`src/design/i2c_seq_pkg.sv`:
```
`timescale 1ns / 1ps
// ----------------------------------------------------------------------------
// I2C sequencer package
// Opcodes, field widths and the result record shared by the sequencer files.
// ----------------------------------------------------------------------------
package i2c_seq_pkg;

    localparam int OP_W   = 3;
    localparam int BYTE_W = 8;
    localparam int IDX_W  = 5;

    localparam logic [OP_W-1:0] OP_TICK  = 3'd0;
    localparam logic [OP_W-1:0] OP_START = 3'd1;
    localparam logic [OP_W-1:0] OP_STOP  = 3'd2;
    localparam logic [OP_W-1:0] OP_WRITE = 3'd3;
    localparam logic [OP_W-1:0] OP_READ  = 3'd4;
    localparam logic [OP_W-1:0] OP_SACK  = 3'd5;
    localparam logic [OP_W-1:0] OP_RACK  = 3'd6;

    // last action numbers
    localparam logic [IDX_W-1:0] START_LAST = 5'd3;
    localparam logic [IDX_W-1:0] STOP_LAST  = 5'd2;
    localparam logic [IDX_W-1:0] WRITE_LAST = 5'(3 * BYTE_W - 1);
    localparam logic [IDX_W-1:0] READ_LAST  = 5'(3 * BYTE_W);
    localparam logic [IDX_W-1:0] SACK_LAST  = 5'd2;
    localparam logic [IDX_W-1:0] RACK_LAST  = 5'd3;

    // phase within one bit slot
    localparam logic [1:0] PH_DATA = 2'd0;
    localparam logic [1:0] PH_HIGH = 2'd1;
    localparam logic [1:0] PH_LOW  = 2'd2;

    typedef struct packed {
        logic              scl_out;
        logic              sda_out;
        logic              done_res;
        logic [BYTE_W-1:0] rx_byte;
        logic              ack_seen;
        logic              rejected;
    } result_t;

endpackage

```
`src/design/i2c_seq_if.sv`:
```
`timescale 1ns / 1ps
// ----------------------------------------------------------------------------
// I2C sequencer channels
// Valid/ready interfaces for command transactions and result transactions.
// ----------------------------------------------------------------------------
interface i2c_seq_cmd_if;
    logic                            valid;
    logic                            ready;
    logic [i2c_seq_pkg::OP_W-1:0]    opcode;
    logic [i2c_seq_pkg::BYTE_W-1:0]  tx_byte;
    logic                            ack_value;
    logic                            sda_in;

    modport source (output valid, opcode, tx_byte, ack_value, sda_in, input ready);
    modport sink   (input valid, opcode, tx_byte, ack_value, sda_in, output ready);
endinterface

interface i2c_seq_res_if;
    logic                            valid;
    logic                            ready;
    logic                            scl_out;
    logic                            sda_out;
    logic                            done_res;
    logic [i2c_seq_pkg::BYTE_W-1:0]  rx_byte;
    logic                            ack_seen;
    logic                            rejected;

    modport source (output valid, scl_out, sda_out, done_res, rx_byte, ack_seen, rejected,
                    input ready);
    modport sink   (input valid, scl_out, sda_out, done_res, rx_byte, ack_seen, rejected,
                    output ready);
endinterface

```
`src/design/i2c_master_bit_sequencer_top.sv`:
```
`timescale 1ns / 1ps
// ----------------------------------------------------------------------------
// I2C master bit sequencer
// Steps open-drain SCL/SDA levels through start, stop, byte and ack actions.
// ----------------------------------------------------------------------------
//  channel | direction | handshake     | payload
//  cmd     | in        | valid / ready | opcode, tx_byte, ack_value, sda_in
//  res     | out       | valid / ready | scl_out, sda_out, done_res, rx_byte,
//          |           |               | ack_seen, rejected
//
//  One command transaction per clock while cmd.ready is high; each yields one result.
//  Sequencer state and next-action logic sit in one registered pass.
//  Results land in an output register backed by a one-entry skid stage, so
//  cmd.ready only drops while the skid stage is full.
//  rst_n (async, low) returns to idle with both lines released high.
// ----------------------------------------------------------------------------
module i2c_master_bit_sequencer_top (
    input  logic                 clk,
    input  logic                 rst_n,
    i2c_seq_cmd_if.sink          cmd,
    i2c_seq_res_if.source        res
);

    // one-hot command state; IDLE when no command is running
    typedef enum logic [6:0] {
        ST_IDLE  = 7'b0000001,
        ST_START = 7'b0000010,
        ST_STOP  = 7'b0000100,
        ST_WRITE = 7'b0001000,
        ST_READ  = 7'b0010000,
        ST_SACK  = 7'b0100000,
        ST_RACK  = 7'b1000000
    } cmd_state_t;

    cmd_state_t                          state_reg, state_next, state_load;
    logic [i2c_seq_pkg::IDX_W-1:0]       idx_reg, idx_next, idx_cur;
    logic [1:0]                          phase_reg, phase_next, phase_cur;
    logic [i2c_seq_pkg::BYTE_W-1:0]      send_reg, send_next;
    logic [i2c_seq_pkg::BYTE_W-1:0]      recv_reg, recv_next;
    logic                                ack_reg, ack_next;
    logic                                scl_reg, scl_next;
    logic                                sda_reg, sda_next;

    i2c_seq_pkg::result_t                out_reg, skid_reg, result;
    logic                                out_valid_reg, skid_valid_reg;

    logic cmd_fire, res_fire, is_cmd, load, act, last;
    cmd_state_t active;

    assign cmd_fire  = cmd.valid && cmd.ready;
    assign res_fire  = res.valid && res.ready;
    assign cmd.ready = !skid_valid_reg;

    assign is_cmd = (cmd.opcode >= i2c_seq_pkg::OP_START) &&
                    (cmd.opcode <= i2c_seq_pkg::OP_RACK);

    // opcode decoder
    always_comb
    begin
        unique case (cmd.opcode)
            i2c_seq_pkg::OP_START: state_load = ST_START;
            i2c_seq_pkg::OP_STOP:  state_load = ST_STOP;
            i2c_seq_pkg::OP_WRITE: state_load = ST_WRITE;
            i2c_seq_pkg::OP_READ:  state_load = ST_READ;
            i2c_seq_pkg::OP_SACK:  state_load = ST_SACK;
            i2c_seq_pkg::OP_RACK:  state_load = ST_RACK;
            default:               state_load = ST_IDLE;
        endcase
    end

    always_comb
    begin
        load = cmd_fire && is_cmd && (state_reg == ST_IDLE);
        act  = load || (cmd_fire && (cmd.opcode == i2c_seq_pkg::OP_TICK) &&
                        (state_reg != ST_IDLE));

        // a loaded command acts on its fresh context in the same pass
        active    = load ? state_load : state_reg;
        idx_cur   = load ? '0 : idx_reg;
        phase_cur = load ? i2c_seq_pkg::PH_DATA : phase_reg;
        send_next = (load && state_load == ST_WRITE) ? cmd.tx_byte : send_reg;
        recv_next = (load && state_load == ST_READ) ? '0 : recv_reg;
        ack_next  = (load && state_load == ST_SACK) ? cmd.ack_value : ack_reg;

        state_next = state_reg;
        idx_next   = idx_reg;
        phase_next = phase_reg;
        scl_next   = scl_reg;
        sda_next   = sda_reg;
        last       = 1'b0;

        if (act)
        begin
            unique case (active)
                ST_START:
                begin
                    unique case (idx_cur)
                        5'd0:    sda_next = 1'b1;
                        5'd1:    scl_next = 1'b1;
                        5'd2:    sda_next = 1'b0;
                        default: scl_next = 1'b0;
                    endcase
                    last = (idx_cur >= i2c_seq_pkg::START_LAST);
                end
                ST_STOP:
                begin
                    unique case (idx_cur)
                        5'd0:    sda_next = 1'b0;
                        5'd1:    scl_next = 1'b1;
                        default: sda_next = 1'b1;
                    endcase
                    last = (idx_cur >= i2c_seq_pkg::STOP_LAST);
                end
                ST_WRITE:
                begin
                    case (phase_cur)
                        i2c_seq_pkg::PH_DATA:
                        begin
                            sda_next  = send_next[i2c_seq_pkg::BYTE_W-1];
                            send_next = {send_next[i2c_seq_pkg::BYTE_W-2:0], 1'b0};
                        end
                        i2c_seq_pkg::PH_HIGH: scl_next = 1'b1;
                        default:              scl_next = 1'b0;
                    endcase
                    phase_next = (phase_cur == i2c_seq_pkg::PH_LOW) ?
                                 i2c_seq_pkg::PH_DATA : phase_cur + 2'd1;
                    last = (idx_cur >= i2c_seq_pkg::WRITE_LAST);
                end
                ST_READ:
                begin
                    // release SDA first, then three-action bit slots
                    if (idx_cur == '0)
                    begin
                        sda_next   = 1'b1;
                        phase_next = i2c_seq_pkg::PH_DATA;
                    end
                    else
                    begin
                        case (phase_cur)
                            i2c_seq_pkg::PH_DATA: scl_next = 1'b1;
                            i2c_seq_pkg::PH_HIGH:
                                recv_next = {recv_next[i2c_seq_pkg::BYTE_W-2:0], cmd.sda_in};
                            default:              scl_next = 1'b0;
                        endcase
                        phase_next = (phase_cur == i2c_seq_pkg::PH_LOW) ?
                                     i2c_seq_pkg::PH_DATA : phase_cur + 2'd1;
                    end
                    last = (idx_cur >= i2c_seq_pkg::READ_LAST);
                end
                ST_SACK:
                begin
                    unique case (idx_cur)
                        5'd0:    sda_next = ack_next;
                        5'd1:    scl_next = 1'b1;
                        default: scl_next = 1'b0;
                    endcase
                    last = (idx_cur >= i2c_seq_pkg::SACK_LAST);
                end
                ST_RACK:
                begin
                    unique case (idx_cur)
                        5'd0:    sda_next = 1'b1;
                        5'd1:    scl_next = 1'b1;
                        5'd2:    ack_next = cmd.sda_in;
                        default: scl_next = 1'b0;
                    endcase
                    last = (idx_cur >= i2c_seq_pkg::RACK_LAST);
                end
                default: last = 1'b1;
            endcase

            if (last)
            begin
                state_next = ST_IDLE;
                idx_next   = '0;
                phase_next = i2c_seq_pkg::PH_DATA;
            end
            else
            begin
                state_next = active;
                idx_next   = idx_cur + 5'd1;
            end
        end

        result.scl_out  = scl_next;
        result.sda_out  = sda_next;
        result.done_res = act && last;
        result.rx_byte  = (act && last && active == ST_READ) ? recv_next : '0;
        result.ack_seen = act && last && (active == ST_RACK) && ack_next;
        result.rejected = cmd_fire && is_cmd && (state_reg != ST_IDLE);
    end

    // sequencer state
    always_ff @(posedge clk or negedge rst_n)
    begin
        if (!rst_n)
        begin
            state_reg <= ST_IDLE;
            idx_reg   <= '0;
            phase_reg <= i2c_seq_pkg::PH_DATA;
            send_reg  <= '0;
            recv_reg  <= '0;
            ack_reg   <= 1'b0;
            scl_reg   <= 1'b1;
            sda_reg   <= 1'b1;
        end
        else if (cmd_fire)
        begin
            state_reg <= state_next;
            idx_reg   <= idx_next;
            phase_reg <= phase_next;
            send_reg  <= send_next;
            recv_reg  <= recv_next;
            ack_reg   <= ack_next;
            scl_reg   <= scl_next;
            sda_reg   <= sda_next;
        end
    end

    // output register with skid stage
    always_ff @(posedge clk or negedge rst_n)
    begin
        if (!rst_n)
        begin
            out_valid_reg  <= 1'b0;
            skid_valid_reg <= 1'b0;
        end
        else if (skid_valid_reg)
        begin
            if (res_fire)
            begin
                skid_valid_reg <= 1'b0;
            end
        end
        else if (cmd_fire)
        begin
            if (out_valid_reg && !res.ready)
            begin
                skid_valid_reg <= 1'b1;
            end
            else
            begin
                out_valid_reg <= 1'b1;
            end
        end
        else if (res_fire)
        begin
            out_valid_reg <= 1'b0;
        end
    end

    always_ff @(posedge clk)
    begin
        if (skid_valid_reg)
        begin
            if (res_fire)
            begin
                out_reg <= skid_reg;
            end
        end
        else if (cmd_fire)
        begin
            if (out_valid_reg && !res.ready)
            begin
                skid_reg <= result;
            end
            else
            begin
                out_reg <= result;
            end
        end
    end

    assign res.valid    = out_valid_reg;
    assign res.scl_out  = out_reg.scl_out;
    assign res.sda_out  = out_reg.sda_out;
    assign res.done_res = out_reg.done_res;
    assign res.rx_byte  = out_reg.rx_byte;
    assign res.ack_seen = out_reg.ack_seen;
    assign res.rejected = out_reg.rejected;

    // checks
    a_skid_implies_out: assert property (@(posedge clk) disable iff (!rst_n)
        skid_valid_reg |-> out_valid_reg)
        else $error("skid stage full while output register empty");

    a_idle_index_zero: assert property (@(posedge clk) disable iff (!rst_n)
        (state_reg == ST_IDLE) |-> (idx_reg == '0))
        else $error("action index not cleared in idle");

    a_reject_not_done: assert property (@(posedge clk) disable iff (!rst_n)
        out_valid_reg |-> !(out_reg.rejected && out_reg.done_res))
        else $error("result both rejected and done");

    a_rx_only_on_done: assert property (@(posedge clk) disable iff (!rst_n)
        (out_valid_reg && (out_reg.rx_byte != '0 || out_reg.ack_seen)) |-> out_reg.done_res)
        else $error("read data reported without done");

    a_reject_holds_state: assert property (@(posedge clk) disable iff (!rst_n)
        (cmd_fire && is_cmd && state_reg != ST_IDLE) |=> $stable(idx_reg))
        else $error("rejected command advanced the sequence");

endmodule

```
`src/flat_wrapper.sv`:
```
// flat-port wrapper written by rule: the top's interface ports become plain ports
module i2c_master_bit_sequencer_top_flat 
  (clk, rst_n, cmd_valid, cmd_opcode, cmd_tx_byte, cmd_ack_value, cmd_sda_in, cmd_ready, res_valid, res_scl_out, res_sda_out, res_done_res, res_rx_byte, res_ack_seen, res_rejected, res_ready);
  i2c_seq_cmd_if cmd_i ();
  i2c_seq_res_if res_i ();
  input  logic clk;
  input  logic rst_n;
  input wire logic [$bits(cmd_i.valid)-1:0] cmd_valid;
  input wire logic [$bits(cmd_i.opcode)-1:0] cmd_opcode;
  input wire logic [$bits(cmd_i.tx_byte)-1:0] cmd_tx_byte;
  input wire logic [$bits(cmd_i.ack_value)-1:0] cmd_ack_value;
  input wire logic [$bits(cmd_i.sda_in)-1:0] cmd_sda_in;
  output wire logic [$bits(cmd_i.ready)-1:0] cmd_ready;
  output wire logic [$bits(res_i.valid)-1:0] res_valid;
  output wire logic [$bits(res_i.scl_out)-1:0] res_scl_out;
  output wire logic [$bits(res_i.sda_out)-1:0] res_sda_out;
  output wire logic [$bits(res_i.done_res)-1:0] res_done_res;
  output wire logic [$bits(res_i.rx_byte)-1:0] res_rx_byte;
  output wire logic [$bits(res_i.ack_seen)-1:0] res_ack_seen;
  output wire logic [$bits(res_i.rejected)-1:0] res_rejected;
  input wire logic [$bits(res_i.ready)-1:0] res_ready;
  assign cmd_i.valid = cmd_valid;
  assign cmd_i.opcode = cmd_opcode;
  assign cmd_i.tx_byte = cmd_tx_byte;
  assign cmd_i.ack_value = cmd_ack_value;
  assign cmd_i.sda_in = cmd_sda_in;
  assign cmd_ready = cmd_i.ready;
  assign res_valid = res_i.valid;
  assign res_scl_out = res_i.scl_out;
  assign res_sda_out = res_i.sda_out;
  assign res_done_res = res_i.done_res;
  assign res_rx_byte = res_i.rx_byte;
  assign res_ack_seen = res_i.ack_seen;
  assign res_rejected = res_i.rejected;
  assign res_i.ready = res_ready;
  i2c_master_bit_sequencer_top u_core (.clk(clk), .rst_n(rst_n), .cmd(cmd_i), .res(res_i));
endmodule
```
`config.mk`:
```
export PLATFORM = sky130hd
export DESIGN_NAME = i2c_master_bit_sequencer_top_flat
export DESIGN_NICKNAME = d
export VERILOG_FILES = /design/src/design/i2c_seq_pkg.sv /design/src/design/i2c_seq_if.sv /design/src/design/i2c_master_bit_sequencer_top.sv /design/src/flat_wrapper.sv
export SDC_FILE = /design/constraint.sdc
export NUM_CORES = 1
export LEC_CHECK = 0
export BUFFER_PORTS_ARGS = -buffer_cell sky130_fd_sc_hd__buf_4
export CORE_ASPECT_RATIO = 0.5
export CORE_MARGIN = 3
export CORE_UTILIZATION = 45
export CTS_CLUSTER_DIAMETER = 80
export CTS_CLUSTER_SIZE = 24
export DETAILED_ROUTE_END_ITERATION = 7
export PLACE_DENSITY = 0.64
export SETUP_SLACK_MARGIN = 0.4
export SLEW_MARGIN = 15
export SYNTH_ARGS = -nofsm -noshare
export SYNTH_HDL_FRONTEND = slang
export SYNTH_SLANG_ARGS = --single-unit
```
`constraint.sdc`:
```
create_clock -name clk -period 3 [get_ports clk]
set_input_delay 0.6 -clock clk [delete_from_list [all_inputs] [get_ports clk]]
set_output_delay 0.6 -clock clk [all_outputs]
set_load 0.02 [all_outputs]
```
* Yosys cells after proc, flatten, opt, wreduce, memory -nomap -nowiden *
Cells that the tools add are included.

word-level totals
  register bits = 61
  input bits = 17
  output and inout port bits = 15
  logic and storage cells = 142

operators by class
  add/subtract/negate cells = 2
  magnitude comparators = 6
  equal/unequal tests = 24
  muxes and demuxes = 53
  bitwise operators = 1
  reductions and logical operators = 34

operator list
  kind                                                                count
  2-to-1 mux 8 bit                                                    10
  2-to-1 mux 13 bit                                                   4
  one-hot mux 7 bit (6 select lines)                                  1
  2-to-1 mux 1 bit                                                    20
  logical AND 1 bit                                                   16
  equality test 7 x 4 -> 1 bit (second input constant)                2
  equality test 7 x 5 -> 1 bit (second input constant)                2
  equality test 7 x 6 -> 1 bit (second input constant)                2
  2-to-1 mux 7 bit                                                    2
  one-hot mux 1 bit (2 select lines)                                  6
  AND reduction 3 bit                                                 4
  greater-or-equal comparator 5 x 2 -> 1 bit (second input constant)  2
  greater-or-equal comparator 5 bit (second input constant)           2
  2-to-1 mux 5 bit                                                    2
  one-hot mux 1 bit (5 select lines)                                  2
  equality test 3 bit (second input constant)                         3
  2-to-1 mux 2 bit                                                    4
  OR reduction 2 bit                                                  4
  equality test 7 x 1 -> 1 bit (second input constant)                1
  equality test 7 x 2 -> 1 bit (second input constant)                1
  equality test 7 x 3 -> 1 bit (second input constant)                1
  equality test 7 bit (second input constant)                         1
  inequality test 7 x 1 -> 1 bit (second input constant)              1
  equality test 3 x 2 -> 1 bit (second input constant)                2
  other kinds (22)                                                    25

* Longest topological paths before layout *
Gate-level depths: netlist (run 1).

  word-level depth = 16
  depth in mapped cells = 11
  mapped depth without buffers = 10

* Worst setup path before layout (run 1) *
OpenSTA, ideal clock, no wires.

  path type = input port to flip-flop
  from = in cmd_opcode[1]
  to = reg u_core.out_reg, in the netlist u_core.res.scl_out, data pin
  library setup time = 0.268 ns
  data arrival time = 2.939 ns
  required time = 2.732 ns
  path slack = -0.208 ns
  stages = 11
  buffers on the path = 1
  path through = and2_1 > buf_2 > a211oi_2 > nand2_1 > and2_1 > ha_1 > or3b_2 > a31oi_1 > nor3_1 > a211oi_1 > o31ai_1

on the way
  longest elaborated chain between the ends = 13
  elaborated cells between the ends (all ways) = 43
  classes of those cells = order compare (2); eq/ne (15); mux (15); reduce/logical (11)

ends and longest elaborated chain
  what                                                                                line                                                                                                          source
  start, declared                                                                     flat_wrapper.sv:9                                                                                             input wire logic [$bits(cmd_i.opcode)-1:0] cmd_opcode;
  greater-or-equal comparator 3 x 1 -> 1 bit or <= comparator 3 bit (tied branches)   i2c_master_bit_sequencer_top.sv:54, i2c_master_bit_sequencer_top.sv:55
  logical AND 1 bit                                                                   i2c_master_bit_sequencer_top.sv:54                                                                            assign is_cmd = (cmd.opcode >= i2c_seq_pkg::OP_START) &&
  logical AND 1 bit (2 in series)                                                     i2c_master_bit_sequencer_top.sv:73                                                                            load = cmd_fire && is_cmd && (state_reg == ST_IDLE);
  2-to-1 mux 5 bit or 2-to-1 mux 2 bit (tied branches)                                i2c_master_bit_sequencer_top.sv:79, i2c_master_bit_sequencer_top.sv:80
  equality test 5 x 2 -> 1 bit, or another cell as far along                          i2c_master_bit_sequencer_top.sv:97, i2c_master_bit_sequencer_top.sv:161
  OR reduction 2 bit (no line) or one-hot mux 1 bit (2 select lines) (tied branches)  --
  one-hot mux 1 bit (2 select lines) or 2-to-1 mux 1 bit (tied branches)              i2c_master_bit_sequencer_top.sv:97, i2c_master_bit_sequencer_top.sv:161, i2c_master_bit_sequencer_top.sv:132
  one-hot mux 1 bit (5 select lines)                                                  i2c_master_bit_sequencer_top.sv:94                                                                            unique case (active)
  2-to-1 mux 1 bit *                                                                  i2c_master_bit_sequencer_top.sv:92                                                                            if (act)
  2-to-1 mux 13 bit *                                                                 i2c_master_bit_sequencer_top.sv:263                                                                           if (out_valid_reg && !res.ready)
  2-to-1 mux 13 bit *                                                                 i2c_master_bit_sequencer_top.sv:261                                                                           else if (cmd_fire)
  2-to-1 mux 13 bit *                                                                 i2c_master_bit_sequencer_top.sv:254                                                                           if (skid_valid_reg)
  end signal, assigned                                                                i2c_master_bit_sequencer_top.sv:258                                                                           out_reg <= skid_reg;
  end signal, assigned                                                                i2c_master_bit_sequencer_top.sv:269                                                                           out_reg <= result;
  end, declared                                                                       i2c_master_bit_sequencer_top.sv:44                                                                            i2c_seq_pkg::result_t out_reg, skid_reg, result;

Mark *: on every way between the ends. The rest lies on a longest branch, timed or not. The select of a mux whose other input is x is not followed.
A chain may end at the register's enable or synchronous reset.

* Final worst setup path (run 1) *
  from = reg u_core.state_reg[0]
  to = reg u_core.idx_reg[2] (netlist bit)

on the way
  longest elaborated chain between the ends = 8
  elaborated cells between the ends (all ways) = 24
  classes of those cells = add/sub (1); order compare (4); eq/ne (8); mux (5); reduce/logical (6)

ends and longest elaborated chain
  what                                                                                                line                                 source
  start, declared                                                                                     i2c_master_bit_sequencer_top.sv:35   cmd_state_t state_reg, state_next, state_load;
  start signal, assigned                                                                              i2c_master_bit_sequencer_top.sv:209  state_reg <= state_next;
  parallel branches: the longest is 8 deep, another holds greater-or-equal comparator 5 x 2 -> 1 bit  --
  end signal, assigned                                                                                i2c_master_bit_sequencer_top.sv:210  idx_reg <= idx_next;
  end, declared                                                                                       i2c_master_bit_sequencer_top.sv:36   logic [i2c_seq_pkg::IDX_W-1:0] idx_reg, idx_next, idx_cur;

Parallel ways; which one is timed is not known. The select of a mux whose other input is x is not followed.

==> flow_summary.yaml, run 1 <==
place:
  post-dp-hpwl_mm: 6.65
  gp_congestion: 0.948
  dpl_cell_area_um2: 4150
  port_buffers: 31
synth:
  synth_edf_count: 26
  synthArstFlopShare_pct: 57.4
  ys.flop_type: "dfrtp_1"
  synth_top_area_cell: "dfrtp_1"
  yosysSeqAreaShare_pct: 47.6
  synth_top_area_share_pct: 23.0
  syn_area_um2: 3490
  ys_ff_latch: 61
  yosys.cell_count.top_type: "nor2_1"
  synth_nets: 356
  synth.area.top_cells: "dfrtp_1 23%, edfxtp_1 22%, mux2i_1 8.3%"
  yosys_warnings: 0
  synth_cell_type_count: 71
  syn_avg_cell_area_um2: 10.3
  synth_common_cells: "37 x nor2_1, 32 x dfrtp_1, 29 x mux2i_1"
  synthesis.instances: 338
global_routing:
  grt_max_degree: 36
  antenna_found_initial: 1
  overflow: 0
  track_usage_pct: 23.4
  first_global_vias: 2935
  grt_pass1_wl_mm: 15.4
drt:
  drcViolationCount: 0
  antenna_left: 0
  routed_via_density: 6.15
  dr_total_vias: 3235
  wl_mm: 10.6
  dr.pass1.iters: 5
  routedWlPerCell_um: 20.1
  drtIter0Drc: 329
cts:
  numCtsBuffers: 9
  cts_tree: "built"
  root_buffer: "clkbuf_16"
  htreeDepth: 3
  clk_latency_ns: 0.34
  clk_pin_slew_worst_paths_ns: 0.05
  cts_num_sinks: 61
  ctsLongestPathBuffers: 2
power_and_ir_drop:
  cellPowerDensity_nw_per_um2: 967
  switching_power_mw: 1.99
  ir_drop_v: 0.000595
  p_total_mw: 4.93
  p_int_mw: 2.94
  swShare_pct: 40.3
  p_comb_share_pct: 51.3
  p_seq_share_pct: 26.2
  power_frac_clock_pct: 22.5
  power_leakage_nw: 2.20
floorplan:
  dieHeight_um: 68.2
  core_um2: 7090
  start_util_pct: 49.2
  rows: 21
  ios: 32
  die-area_um2: 8910
  die_x_um: 130
cells_and_area:
  nFillCells: 514
  drive_gt1_share_pct: 46.8
  insertedDiodeCount: 0
  final_cell_area_um2: 5100
  largest_register_ffs: 13
  finalNetCount: 447
  seqCellArea_um2: 1670
  multi_input_area_um2: 2190
  syn2layout_area_growth_pct: 46.2
sta:
  min_period_ns: 2.86
  worst_pin_slew_ns: 0.778
  fin_crit_sh_pct: 95.4
  setup-violations-final: 0
  fmax_ghz: 0.349
  final_hold_viol_count: 0
  fin_tns_setup_ns: 0
  slew_headroom_pct: 47.8
  rsz0062_at_grt: "true"
  fin_skew_ns: 0.00742
  drv_slew: 0
run_status:
  status: "finished, final reports clean"
hold_path:
  min_path_type: "in -> async"
setup_path:
  critical_path.startpoint_type: "flip-flop"
  reg2reg_from: "u_core.state_reg[0]$_DFFE_PN1P_"
  path_common_cell: "buf_6"
  end_kind: "flip-flop"
  reg2reg_to: "u_core.idx_reg[2]$_DFFE_PN0P_"
  slowest_delay_ns: 0.54
  cp.arrival_ns: 3.14
  crit_slowest_cell: "dfstp_2"
  path_class: "reg -> reg"
  cp.required_ns: 3.27
  crit_family: "simple AND/OR/NAND/NOR gates"
  ff2ff_path_depth: 10
  path_buf_inv: 3
  path_cells: "or4b_4, o41ai_4, nor4_4, buf_6, o21ai_4, a21oi_4, buf_4, buf_6, nor4_1, o211a_1"
  r2r_setup_slack_ns: 0.14
  crit_path_max_fanout: 4
flow_run:
  maxCapViolCount: 0
==> how the worst max path moves through the flow <==
stage	depth (start not counted)	to	from	slack, ns
finish	10	u_core.idx_reg[2]$_DFFE_PN0P_	u_core.state_reg[0]$_DFFE_PN1P_	0.14
global route	10	u_core.res.scl_out$_DFFE_PP_	u_core.state_reg[0]$_DFFE_PN1P_	0.07
CTS	10	u_core.res.scl_out$_DFFE_PP_	u_core.state_reg[0]$_DFFE_PN1P_	0.22
detailed placement	11	u_core.res.scl_out$_DFFE_PP_	cmd_opcode[1]	0.07
global placement	11	u_core.res.done_res$_DFFE_PP_	cmd_opcode[1]	0.10
floorplan	11	u_core.res.scl_out$_DFFE_PP_	cmd_opcode[1]	0.16
==> cell usage in the layout, fill, tap and decap left out, drive strengths merged, types with 4 or more instances in the layout <==
master and instances:
clkbuf 11, nor2 38, nand2 28, dfrtp 32, o31ai 7, a41oi 6
buf 90, o21ai 20, a21o 5, edfxtp 26, nor3 12, a211oi 6
nand3 4, inv 13, nor4 4, a31oi 4, a21oi 15, clkinv 4
mux2i 29, nand2b 8, or2 11
==> metrics by stage <==
stage / setup slack [ns] / hold WS [ns] / std cells / util [%]
global route: 0.0694 / 0.247 / 526 / 71.9
floorplan: 0.162 / 0.304 / 338 / -
detailed placement: 0.0705 / 0.468 / 484 / 58.6
global placement: 0.102 / 0.471 / 484 / 58.6
CTS: 0.222 / 0.231 / 512 / 65.8
finish: 0.138 / 0.217 / 526 / 71.9
==> worst register-to-register path: cells and delay by family (launching register included) <==
kind	cells	cell delay, ns
and+or+nand+nor	3	1.04
DFF	1	0.54
buffers and inverters	3	0.40
AOI/OAI and AO/OA	4	0.82
==> cell type report <==
| cell class | instances | area share, % |
|---|---|---|
| Inverter | 13 | 0.957 |
| Multi-Input combinational cell | 253 | 43.0 |
| Tap cell | 92 | 2.26 |
| Sequential cell | 61 | 32.7 |
| Clock buffer | 10 | 4.49 |
| Timing Repair Buffer | 91 | 14.9 |
| Clock inverter | 6 | 1.72 |
==> per-layer routing <==
metal	track usage, %	wire [um]	up-vias
li1	-	-	1454
met1	31.0	4490	1588
met2	37.1	4960	156
met3	7.17	847	35
met4	7.56	245	2
met5	0	13	-
==> cell families (layout without fill, tap and decap cells) <==
family	count (synthesis)	after routing	share of synthesized area (%)
adder cells (fa/ha/maj)	1	1	0.359
multiplexers	31	31	8.97
AND/OR/NAND/NOR	132	132	21.4
flip-flops	61	61	47.6
XOR/XNOR	3	3	0.754
AO/OA/AOI/OAI	86	86	18.1
buffers and inverters	24	120	2.80
==> power by group through the flow <==
stage                     registers [mW]  clock network, mW  logic, mW
after global routing                1.32               1.17       2.67
after detailed placement            1.29                  0       1.92
after floorplan                     1.35                  0       1.14
after global placement              1.28                  0       1.90
after CTS                           1.28               1.12       2.14
final                               1.29               1.11       2.53
==> repair_timing <==
item                                    in CTS  in global routing
endpoints found under the setup margin      47                 43
setup buffers                               12                 13
pin swaps                                   19                 26
hold buffers                                 0                  0
resized for setup                           20                 65
cloned                                       0                  1
Note: power is estimated with default switching activity, not from simulation.
==> run 2: changes to the inputs <==
Settings changed: CTS_CLUSTER_SIZE 24 to 16, PLACE_DENSITY 0.64 to default, PLACE_DENSITY_LB_ADDON from default to 0.3.
==> flow_summary.yaml, run 2 (synthesized netlist as in run 1, its figures left out) <==
global_routing:
  grt_max_degree: 36
  grt_pass1_wl_mm: 14.5
  first_global_vias: 2935
  track_usage_pct: 21.6
  antenna_found_initial: 0
  overflow: 0
hold_path:
  min_path_type: "in -> async"
cells_and_area:
  finalNetCount: 443
  seqCellArea_um2: 1660
  final_cell_area_um2: 5110
  largest_register_ffs: 13
  mostFrequentLayoutCell: "buf_4"
  final_util_pct: 72.0
  syn2layout_area_growth_pct: 46.6
  drive_gt1_share_pct: 46.7
  insertedDiodeCount: 0
  nFillCells: 456
  final_cell_mix: "79 x buf_4, 31 x dfrtp_1, 27 x mux2i_1"
  multi_input_area_um2: 2220
cts:
  clk_latency_ns: 0.33
  root_buffer: "clkbuf_16"
  cts_num_sinks: 61
  ctsLongestPathBuffers: 2
  cts_hold_buf: 0
  clk_pin_slew_worst_paths_ns: 0.06
  htreeDepth: 3
  cts_tree: "built"
  numCtsBuffers: 9
floorplan:
  die-area_um2: 8910
  rows: 21
  core_um2: 7090
  die_x_um: 130
  start_util_pct: 49.2
  dieHeight_um: 68.2
  ios: 32
setup_path:
  path_cells: "or4b_4, buf_6, o41ai_4, nor4_4, o21ai_2, buf_4, a21o_1, a21oi_2, buf_6, a21o_1"
  crit_path_max_fanout: 7
  cp.arrival_ns: 3.00
  r2r_setup_slack_ns: 0.09
  end_kind: "flip-flop"
  crit_slowest_cell: "dfstp_2"
  path_buf_inv: 3
  slowest_delay_ns: 0.55
  crit_family: "compound AO/OA/AOI/OAI gates"
  critical_path.startpoint_type: "flip-flop"
  path_class: "reg -> reg"
  cp.required_ns: 3.09
power_and_ir_drop:
  power_leakage_nw: 2.23
  ir_drop_v: 0.000442
  cellPowerDensity_nw_per_um2: 1010
drt:
  drcViolationCount: 0
  antenna_left: 0
  routedWlPerCell_um: 20.1
  dr_total_vias: 3219
  dr.pass1.iters: 5
  drtIter0Drc: 378
  routed_via_density: 6.17
  wl_mm: 10.5
place:
  gp_congestion: 0.933
  dpl_cell_area_um2: 4080
  post-dp-hpwl_mm: 6.22
  port_buffers: 31
sta:
  setup-violations-final: 0
  min_period_ns: 2.91
  holdWs_ns: 0.216
  fmax_ghz: 0.344
  fin_skew_ns: 0.00796
  fin_crit_sh_pct: 97.0
  rsz0062_at_grt: "true"
  slew_headroom_pct: 56.6
  drv_slew: 0
  final_hold_viol_count: 0
  worst_pin_slew_ns: 0.646
flow_run:
  maxCapViolCount: 0
run_status:
  status: "finished, final reports clean"
run 2: cell count changes in the layout (fill, tap and decap cells not counted), moves of 3 or more:
cell | previous run | this run
or2_4 | 1 | 7
buf_4 | 82 | 79
dfrtp_1 | 27 | 31
dfrtp_2 | 5 | 1
or2_1 | 7 | 2
run 2: worst register-to-register path, delay by kind of cell (launching register included):
family                 cells  cell delay (ns)
AOI/OAI and AO/OA          5             1.01
and+or+nand+nor            2             0.62
buffers and inverters      3             0.49
DFF                        1             0.55
run 2: cell type report:
| class | instances | area share (%) |
|---|---|---|
| clock buffer | 10 | 4.48 |
| clock inverter | 6 | 2.62 |
| inverter | 13 | 0.955 |
| multi-input combinational | 254 | 43.4 |
| sequential | 61 | 32.5 |
| tap | 92 | 2.25 |
| timing repair buffer | 86 | 13.8 |
run 2: final timing paths:
path / endpoint / from / cells past startpoint
max in group asynchronous: u_core.sda_reg$_DFFE_PN1P_ / rst_n / 1
worst min register to register: u_core.send_reg[7]$_DFFE_PN0P_ / u_core.send_reg[7]$_DFFE_PN0P_ / 2
worst max register to register: u_core.res.done_res$_DFFE_PP_ / u_core.state_reg[0]$_DFFE_PN1P_ / 10
min in group clk: u_core.skid_valid_reg$_DFF_PN0_ / res_ready / 2
worst max-delay path: u_core.res.done_res$_DFFE_PP_ / u_core.state_reg[0]$_DFFE_PN1P_ / 10
worst min-delay path: u_core.state_reg[5]$_DFFE_PN0P_ / rst_n / 1
run 2: metal layers:
metal,GRT usage [%],vias to the layer above,part of all wire [%]
met2,36.5,192,46
met3,7.17,52,9.1
met1,26.7,1542,41
li1,-,1433,-
met5,0,-,0
met4,6.79,0,3.9
run 2: repair_timing:
action                     4_1_cts  5_1_grt
pin swaps                       11       36
setup endpoints to repair       44       50
cloned                           1        2
resized for setup               15       77
setup buffers                   11       16
run 2: power breakdown:
group / internal [mW] / total [mW] / leakage, nW / switching (mW)
clock network: 0.897 / 1.27 / 0.177 / 0.377
logic: 1.14 / 2.60 / 1.33 / 1.47
registers: 1.12 / 1.30 / 0.718 / 0.174
run 2: through the flow:
step | power [mW] | setup WS, ns | TNS (ns) | cells
2_1_floorplan | 2.49 | 0.162 | 0 | 338
3_3_place_gp | 3.08 | 0.0209 | 0 | 476
3_5_place_dp | 3.13 | -0.0144 | -0.0144 | 476
4_1_cts | 4.56 | 0.194 | 0 | 504
5_1_grt | 5.40 | 0.0235 | 0 | 522
6_report | 5.17 | 0.0904 | 0 | 522
==> run 3: changes to the inputs <==
Settings changed: CTS_BUF_LIST from default to sky130_fd_sc_hd__clkbuf_8 sky130_fd_sc_hd__clkbuf_16.
==> flow_summary.yaml, run 3 (synthesized netlist as in run 1, its figures left out) <==
run_status:
  status: "finished, final reports clean"
cts:
  numCtsBuffers: 9
  clk_latency_ns: 0.33
  root_buffer: "clkbuf_16"
  cts_tree: "built"
  htreeDepth: 3
  cts_num_sinks: 61
  ctsLongestPathBuffers: 2
  clk_pin_slew_worst_paths_ns: 0.06
sta:
  drv_slew: 0
  rsz0062_at_grt: "true"
  fin_tns_setup_ns: 0
  min_period_ns: 2.90
  fmax_ghz: 0.345
  fin_skew_ns: 0.00803
  holdWs_ns: 0.217
  slew_headroom_pct: 53.9
  worst_pin_slew_ns: 0.686
  fin_crit_sh_pct: 96.7
  setup-violations-final: 0
  final_hold_viol_count: 0
setup_path:
  cp.required_ns: 3.09
  crit_path_max_fanout: 7
  slowest_delay_ns: 0.55
  cp.arrival_ns: 2.99
  path_class: "reg -> reg"
  path_cells: "or4b_4, buf_6, o41ai_4, nor4_4, o21ai_2, buf_4, a21o_1, a21oi_2, buf_6, a21o_1"
  critical_path.startpoint_type: "flip-flop"
  end_kind: "flip-flop"
  crit_slowest_cell: "dfstp_2"
drt:
  wl_mm: 10.5
  dr.pass1.iters: 5
  routedWlPerCell_um: 20.2
  dr_total_vias: 3249
  antenna_left: 0
  drcViolationCount: 0
  routed_via_density: 6.22
  drtIter0Drc: 363
cells_and_area:
  finalNetCount: 443
  largest_register_ffs: 13
  nFillCells: 456
  mostFrequentLayoutCell: "buf_4"
  final_cell_mix: "79 x buf_4, 31 x dfrtp_1, 27 x mux2i_1"
  drive_gt1_share_pct: 46.7
  syn2layout_area_growth_pct: 46.6
  insertedDiodeCount: 0
global_routing:
  grt_pass1_wl_mm: 14.5
  track_usage_pct: 21.6
  overflow: 0
  antenna_found_initial: 0
  grt_max_degree: 36
  first_global_vias: 2935
place:
  post-dp-hpwl_mm: 6.22
  gp_congestion: 0.933
  port_buffers: 31
hold_path:
  min_path_type: "in -> async"
power_and_ir_drop:
  switching_power_mw: 2.03
  power_frac_clock_pct: 24.5
  swShare_pct: 39.1
  p_seq_share_pct: 25.1
  ir_drop_v: 0.000442
  p_comb_share_pct: 50.5
  cellPowerDensity_nw_per_um2: 1010
  power_leakage_nw: 2.23
  p_int_mw: 3.15
floorplan:
  ios: 32
  die-area_um2: 8910
  dieHeight_um: 68.2
  rows: 21
  start_util_pct: 49.2
  die_x_um: 130
  core_um2: 7090
flow_run:
  maxCapViolCount: 0
[run 3: changes by cell type in the layout (fill, tap and decap cells not counted)]
| cell | before | now |
|---|---|---|
| clkbuf_1 | 1 | 0 |
| inv_1 | 13 | 14 |
[run 3: critical path: cells and delay by family, from the launching register on]
| family | cells | cell delay [ns] |
|---|---|---|
| buffers and inverters | 3 | 0.49 |
| AOI/OAI and AO/OA | 5 | 1.00 |
| and+or+nand+nor | 2 | 0.62 |
| DFF | 1 | 0.55 |
[run 3: timing repair]
item | CTS | global route
hold buffers | 0 | 0
gates cloned | 1 | 2
pin swaps | 11 | 36
setup buffers | 11 | 16
gates resized for setup | 15 | 77
endpoints found under the setup margin | 44 | 50
[run 3: worst paths after layout]
kind | slack (ns) | to | depth (start not counted) | from
setup / recovery | 0.1 | u_core.res.done_res$_DFFE_PP_ | 10 | u_core.state_reg[0]$_DFFE_PN1P_
hold / removal | 0.22 | u_core.state_reg[5]$_DFFE_PN0P_ | 1 | rst_n
setup reg to reg | 0.1 | u_core.res.done_res$_DFFE_PP_ | 10 | u_core.state_reg[0]$_DFFE_PN1P_
hold reg to reg | 0.49 | u_core.send_reg[7]$_DFFE_PN0P_ | 2 | u_core.send_reg[7]$_DFFE_PN0P_
max in group asynchronous | 2.42 | u_core.sda_reg$_DFFE_PN1P_ | 1 | rst_n
min in group clk | 0.48 | u_core.skid_valid_reg$_DFF_PN0_ | 2 | res_ready
[run 3: power groups by stage]
stage / sequential, mW / clock (mW) / combinational (mW)
after floorplan: 1.35 / 0 / 1.14
after global placement: 1.28 / 0 / 1.80
after detailed placement: 1.30 / 0 / 1.84
after CTS: 1.28 / 1.28 / 2.00
after global routing: 1.32 / 1.33 / 2.75
final: 1.30 / 1.27 / 2.61
[run 3: final cells by class]
class	count	area (um^2)	share of cell area (%)
multi-input combinational	254	2220	43.4
sequential	61	1660	32.5
timing repair buffer	86	703	13.8
clock buffer	9	225	4.41
clock inverter	7	138	2.69
tap	92	115	2.25
inverter	13	48.8	0.955
[run 3: metal layers]
layer	share of wire [%]	track usage (%)
met4	4.0	6.79
met5	0	0
met1	41	26.7
met3	9.3	7.17
met2	46	36.5
[run 3: per-stage QoR]
| step | utilization, % | instance area [um^2] | setup WS [ns] | std cells | total power [mW] |
|---|---|---|---|---|---|
| CTS | 65.3 | 4630 | 0.194 | 504 | 4.56 |
| global route | 72.0 | 5110 | 0.0235 | 522 | 5.40 |
| finish | 72.0 | 5110 | 0.0986 | 522 | 5.18 |
| global placement | 57.5 | 4080 | 0.0209 | 476 | 3.08 |
| floorplan | - | 3590 | 0.162 | 338 | 2.49 |
| detailed placement | 57.5 | 4080 | -0.0144 | 476 | 3.13 |
